$ cat src/cau_pkg.sv
`timescale 1ns / 1ps
// ----------------------------------------------------------------------------
// cau_pkg: shared types and helpers for the complex arithmetic unit
// Holds the item structs, operation codes and fixed-point helpers.
// ----------------------------------------------------------------------------
package cau_pkg;

    localparam int W     = 32;
    localparam int FRAC  = 16;
    localparam int QW    = W + FRAC;          // dividend magnitude width
    localparam int QSTEP = 4;                 // quotient bits per stage
    localparam int NSTG  = QW / QSTEP;        // divider stages

    localparam logic [2:0] OP_ADD = 3'd0;
    localparam logic [2:0] OP_SUB = 3'd1;
    localparam logic [2:0] OP_MUL = 3'd2;
    localparam logic [2:0] OP_DIV = 3'd3;
    localparam logic [2:0] OP_PAR = 3'd4;

    localparam logic signed [W-1:0] WMAX = {1'b0, {(W-1){1'b1}}};
    localparam logic signed [W-1:0] WMIN = {1'b1, {(W-1){1'b0}}};

    typedef struct packed {
        logic [2:0]          req_type;
        logic signed [W-1:0] a_re;
        logic signed [W-1:0] a_im;
        logic signed [W-1:0] b_re;
        logic signed [W-1:0] b_im;
    } in_item_t;

    typedef struct packed {
        logic signed [W-1:0] res_re;
        logic signed [W-1:0] res_im;
        logic                div_by_zero;
        logic                overflow;
    } out_item_t;

    // Work handed from the front to the back: numerators, denominator, mode
    typedef struct packed {
        logic                bypass;   // result already final
        logic signed [W-1:0] nr;
        logic signed [W-1:0] ni;
        logic signed [W-1:0] den;
        logic signed [W-1:0] pre_re;
        logic signed [W-1:0] pre_im;
        logic                dz;
        logic                ovf;
    } job_t;

    // Saturate a 34-bit signed value to the word
    function automatic logic signed [W-1:0] sat34(input logic signed [W+1:0] x,
                                                  inout logic ovf);
        logic signed [W+1:0] hi;
        logic signed [W+1:0] lo;
        hi = {{2{1'b0}}, WMAX};
        lo = {{2{1'b1}}, WMIN};
        if (x > hi) begin
            ovf = 1'b1;
            return WMAX;
        end
        if (x < lo) begin
            ovf = 1'b1;
            return WMIN;
        end
        return x[W-1:0];
    endfunction

    // Saturate a shifted product to the word
    function automatic logic signed [W-1:0] satp(input logic signed [2*W-1:0] p,
                                                 inout logic ovf);
        logic signed [2*W-1:0] s;
        logic signed [2*W-1:0] hi;
        logic signed [2*W-1:0] lo;
        s  = p >>> FRAC;
        hi = {{W{1'b0}}, WMAX};
        lo = {{W{1'b1}}, WMIN};
        if (s > hi) begin
            ovf = 1'b1;
            return WMAX;
        end
        if (s < lo) begin
            ovf = 1'b1;
            return WMIN;
        end
        return s[W-1:0];
    endfunction

endpackage

$ cat src/cau_fifo.sv
`timescale 1ns / 1ps
// ----------------------------------------------------------------------------
// cau_fifo: result queue
// Holds finished items; reports its fill count and whether it is empty.
// ----------------------------------------------------------------------------
module cau_fifo import cau_pkg::*;
(
    input  logic      clk,
    input  logic      rst_n,
    input  logic      wr,
    input  out_item_t wdata,
    input  logic      rd,
    output out_item_t rdata,
    output logic      empty,
    output logic [5:0] count
);

    localparam int DEPTH = 32;

    out_item_t    mem_reg [DEPTH];
    logic [4:0]   wp_reg, rp_reg;
    logic [5:0]   cnt_reg;

    always_ff @(posedge clk or negedge rst_n)
    begin
        if (!rst_n)
        begin
            wp_reg  <= '0;
            rp_reg  <= '0;
            cnt_reg <= '0;
        end
        else
        begin
            if (wr)
            begin
                wp_reg <= wp_reg + 5'd1;
            end
            if (rd)
            begin
                rp_reg <= rp_reg + 5'd1;
            end
            cnt_reg <= cnt_reg + 6'(wr) - 6'(rd);
        end
    end

    // store the item
    always_ff @(posedge clk)
    begin
        if (wr)
        begin
            mem_reg[wp_reg] <= wdata;
        end
    end

    assign rdata = mem_reg[rp_reg];
    assign empty = (cnt_reg == '0);
    assign count = cnt_reg;

endmodule

$ cat config.mk
export PLATFORM = sky130hd
export DESIGN_NAME = cau_fifo
export DESIGN_NICKNAME = d
export VERILOG_FILES = /design/src/cau_pkg.sv /design/src/cau_fifo.sv
export SDC_FILE = /design/constraint.sdc
export NUM_CORES = 2
export LEC_CHECK = 0
export BUFFER_PORTS_ARGS = -buffer_cell sky130_fd_sc_hd__buf_2
export CORE_ASPECT_RATIO = 0.9
export CORE_MARGIN = 3
export CORE_UTILIZATION = 66
export CTS_BUF_LIST = sky130_fd_sc_hd__clkbuf_8
export CTS_CLUSTER_SIZE = 10
export DETAILED_ROUTE_END_ITERATION = 6
export PLACE_DENSITY_LB_ADDON = 0.15
export SLEW_MARGIN = 30
export SYNTH_ARGS = -nofsm -noshare
export SYNTH_HDL_FRONTEND = slang
export SYNTH_SLANG_ARGS = --single-unit
$ cat constraint.sdc
create_clock -name clk -period 14.3 [get_ports clk]
set_input_delay 0.715 -clock clk [delete_from_list [all_inputs] [get_ports clk]]
set_output_delay 0.715 -clock clk [all_outputs]
set_load 0.005 [all_outputs]
==> summary by stage <==
Cells and area
The area growth from synthesis to layout is 10.3%. After filler insertion, the fill cell instance count of the layout stands at between 6000 and 7000. The final cell area excluding filler cells is about 90000 um^2. The register cell area after layout is approximately 64000 um^2.

The final layout contains 4104 nets. The library cells used most frequently in the layout, excluding fill and tap cells, are 2112 x sky130_fd_sc_hd__edfxtp_1, 433 x sky130_fd_sc_hd__mux4_2, 335 x sky130_fd_sc_hd__clkbuf_8, 236 x sky130_fd_sc_hd__mux2i_1, 145 x sky130_fd_sc_hd__nand2_1. The area of combinational cells with multiple inputs is about 16000 um^2.

Leaving out filler cells and counting taps, the final layout contains ~6000. The library cell used most frequently in the layout, excluding fill and tap cells, is sky130_fd_sc_hd__edfxtp_1. The flip-flop count of the largest register, all copies and words added is ~2100. The layout cell share with drive strength beyond 1 is 0.262.

Floorplanning
In this run the standard cell core region covers 122000 um^2. The number of ports placed on the die boundary is between 100 and 150. Measured along the y axis, the die boundary spans ~340 um. The standard-cell row count is 121. The die outline area is between 100000 and 150000 um^2. The starting utilization of the core area is 0.668. The die is around 380 um wide.

Synth
Yosys mapped a number of flops with a built-in enable equal to ~2100. In the synthesized netlist the dominant register cell turns out to be sky130_fd_sc_hd__edfxtp_1. The count of yosys warnings during synthesis is 0.

The number of nets handed over by synthesis was ~3700. The synthesized netlist occupies a cell area of 81200 um^2. Synthesis produced a netlist whose cell count is around 3700. The synthesized area divided by synthesized cell count is about 22 um^2. The async set-reset flop share out of synthesis is 0.00752. Synthesis instantiated 45 different standard cells from the library.

The sequential cell area fraction in the yosys report is 0.786. The flip-flop and latch count after synthesis is 2128.

Global route
The overall global routing resource usage is 0.318. The number of antenna violations at the first check in global routing is 16. The via count of the first global-routing pass is 41858. After global routing the overflow that remains totals 0.

The maximum number of pins on one net before global-route repair is ~130. The first global-routing pass estimated between 200000 and 300000 um of wire.

Placed design
At the end of routability-driven placement, the weighted congestion stood at approximately 0.8. Detailed placement finished with a half-perimeter wire length of between 90000 and 100000 um. During placement, the flow inserted port buffers numbering about 140. The cell count after placement is between 5000 and 6000. The placed cell area is roughly 84000 um^2.

Route
After detailed routing, the average wire length per cell comes to around 34 um. The detailed router finished its first iteration with around 6000 violations. Before antenna repair, the detailed router went through 5 iterations. The residual DRC count is 0. In this run the remaining antenna-violating nets after routing total 0. Using the TritonRoute via totals, the vias-per-cell ratio works out to about 7.

The final route contains 40882 vias. The total detailed-routing wirelength is 198000 um.

Setup path
Of all nets on the critical path, the largest fanout is between 60 and 70. On the critical path the largest part of the delay comes from buffers and inverters. The element type at the critical path start is a flip-flop. STA puts the critical path data arrival time at about 5.8 ns. Counting stages on the worst path, the most repeated cell is sky130_fd_sc_hd__buf_4. Counting both buffers and inverters, the worst setup path holds a total of 4. Data on the critical path is required at its endpoint by approximately 14 ns. The kind of capture point of the worst setup path is an output port. Walking the worst path, the cells encountered are buf_4 > buf_4 > buf_4 > mux4_2 > nand2_1 > a21o_1 > a221oi_1 > buf_2. By startpoint and endpoint, the worst setup path is classified as reg2out.

The slowest cell on the critical path is sky130_fd_sc_hd__dfrtp_4. The longest individual stage delay on the worst path is 0.86 ns.

STA
The clock period minus final worst setup slack is 6.55 ns. The period utilization is 0.458. The final worst clock skew is 0.0509 ns. The actual slew at the worst max-slew pin is roughly 1.1 ns. The achievable clock frequency is around 150 MHz. Measured against its own limit, the worst slew margin works out to 0.299. Setup repair after global routing left no endpoint under its margin. The number of endpoints with negative hold slack in the final report was 0. In the final timing run, aggregate negative setup slack is 0 ns. The total count of max-transition violations in the final report is 0. The total setup violations reported at the end of the flow is 0.

Pwr
The analysis attributes to net switching a power of 5.30 mW. For this design the static power due to leakage is just under 30 nW. The internal power consumption is ~12 mW. The power density over the cells is 188 nW/um^2. The share of total power dissipated in the clock network is 0.263.

Of the total power, the share spent switching nets is 0.314. The power share of the sequential group is 0.443. The maximum ir drop on the vdd rail is about 0.00016 V. The share of total power dissipated in combinational logic is 0.294.

CTS
TritonCTS built the clock tree. Counting the buffers created by CTS gives around 330. The worst-case clock buffer depth is 4. The number of gates resized after cts is 0.

The buffer cell driving the clock tree root is sky130_fd_sc_hd__clkbuf_8. The clock latency on the worst-skew pair is ~1.0 ns. The level count of the clock H-tree is 5.

The clock drives about 2100 sinks. Clock-pin slew was measured on the worst setup and hold paths at about 0.060 ns.

Run
Across the run, the number of max-cap violations was 0.

Run status
The run finished with clean final reports.

Worst hold path
The min-delay analysis places its worst path in the category in2reg.
## power groups by stage
stage	combinational, mW	sequential (mW)	clock, mW
2_1_floorplan	3.45	7.48	0
3_3_place_gp	4.82	7.58	0
3_5_place_dp	4.92	7.61	0
4_1_cts	4.94	7.48	4.49
5_1_grt	5.23	7.51	4.79
6_report	4.96	7.48	4.44
## per-stage QoR
step           setup slack [ns]  utilization  hold WS (ns)  power, mW
3_5_place_dp               8.62        0.690         0.561       12.5
4_1_cts                    7.55        0.735        0.0314       16.9
5_1_grt                    7.56        0.737        0.0553       17.5
6_report                   7.75        0.737         0.111       16.9
3_3_place_gp               8.71        0.689         0.534       12.4
2_1_floorplan              7.87            -         0.419       10.9
## cell type report
| type | instances | area share |
|---|---|---|
| diodes | 16 | 0.000447 |
| inverters | 19 | 0.000824 |
| multi-input cells | 1296 | 0.183 |
| repair buffers | 244 | 0.0182 |
| flip-flops and latches | 2128 | 0.713 |
| clock inverters | 209 | 0.0107 |
| well taps | 1599 | 0.0223 |
| clock buffers | 335 | 0.0515 |
## logic make-up after synthesis
family / count (synthesis) / synth area share
DFF: 2128 / 0.786
adders and majority gates: 14 / 0.00225
AOI/OAI and AO/OA: 381 / 0.0341
muxes: 680 / 0.151
and+or+nand+nor: 212 / 0.0109
buffers and inverters: 230 / 0.0156
xor gates and xnor gates: 9 / 0.000970
## cell usage after synthesis, types with 2 or more instances
master / instances / area share
sky130_fd_sc_hd__a211o_1: 21 / 0.0023
sky130_fd_sc_hd__xnor2_1: 5 / 0.00054
sky130_fd_sc_hd__or2_2: 2 / 0.00015
sky130_fd_sc_hd__a221oi_2: 2 / 0.00037
sky130_fd_sc_hd__nand3_1: 7 / 0.00043
sky130_fd_sc_hd__buf_6: 23 / 0.0032
sky130_fd_sc_hd__edfxtp_1: 2112 / 0.78
sky130_fd_sc_hd__inv_1: 18 / 0.00083
sky130_fd_sc_hd__buf_8: 3 / 0.00055
sky130_fd_sc_hd__o22ai_1: 66 / 0.0051
sky130_fd_sc_hd__or3_1: 5 / 0.00039
sky130_fd_sc_hd__nand2b_1: 3 / 0.00023
sky130_fd_sc_hd__buf_1: 29 / 0.0013
sky130_fd_sc_hd__a21oi_1: 80 / 0.0049
sky130_fd_sc_hd__o21ai_1: 3 / 0.00018
sky130_fd_sc_hd__xor2_1: 4 / 0.00043
sky130_fd_sc_hd__mux2i_1: 236 / 0.029
sky130_fd_sc_hd__nand4_1: 2 / 0.00015
sky130_fd_sc_hd__nand2_1: 145 / 0.0067
sky130_fd_sc_hd__mux2_2: 11 / 0.0015
sky130_fd_sc_hd__nor3_1: 11 / 0.00068
sky130_fd_sc_hd__nor2_1: 26 / 0.0012
sky130_fd_sc_hd__ha_1: 13 / 0.0020
sky130_fd_sc_hd__o22a_1: 19 / 0.0020
sky130_fd_sc_hd__buf_4: 37 / 0.0034
sky130_fd_sc_hd__mux4_2: 433 / 0.12
sky130_fd_sc_hd__clkbuf_1: 72 / 0.0033
sky130_fd_sc_hd__nor2b_1: 5 / 0.00039
sky130_fd_sc_hd__buf_2: 47 / 0.0029
sky130_fd_sc_hd__o21ai_0: 13 / 0.00080
sky130_fd_sc_hd__o221ai_1: 55 / 0.0059
sky130_fd_sc_hd__a21o_1: 47 / 0.0043
sky130_fd_sc_hd__nand3b_1: 2 / 0.00018
sky130_fd_sc_hd__dfrtp_1: 16 / 0.0049
sky130_fd_sc_hd__a221oi_1: 71 / 0.0077
## worst paths after layout
path	cells after the start	to	slack, ns	start
worst max-delay path	8	rdata[24]	7.75	rp_reg[1]
worst min-delay path	2	rp_reg[0]	0.11	rd
worst max register to register	4	mem_reg[7][48]	10.27	wp_reg[2]
worst min register to register	1	wp_reg[0]	0.59	wp_reg[0]
max in group asynchronous	2	rp_reg[3]	13.65	rst_n
min in group asynchronous	2	count[4]	0.24	rst_n
## per-layer routing
metal / vias up / GRT usage / routed length, um
li1: 16223 / - / -
met1: 21381 / 0.457 / 71300
met2: 2805 / 0.498 / 96800
met5: - / 0 / 12
met3: 471 / 0.0692 / 24000
met4: 2 / 0.106 / 6080
## what timing repair did
item                                   CTS  global route
endpoints found under the hold margin   16             0
setup buffers                            0             0
hold buffers                             1             0
## worst register-to-register path: stages (launching register included)
cell and delay (ns):
sky130_fd_sc_hd__dfrtp_1 0.84, sky130_fd_sc_hd__nand3_1 0.56, sky130_fd_sc_hd__nor3_4 0.77, sky130_fd_sc_hd__buf_4 0.58
sky130_fd_sc_hd__buf_4 0.84
Power figures use the tool's default switching activity.
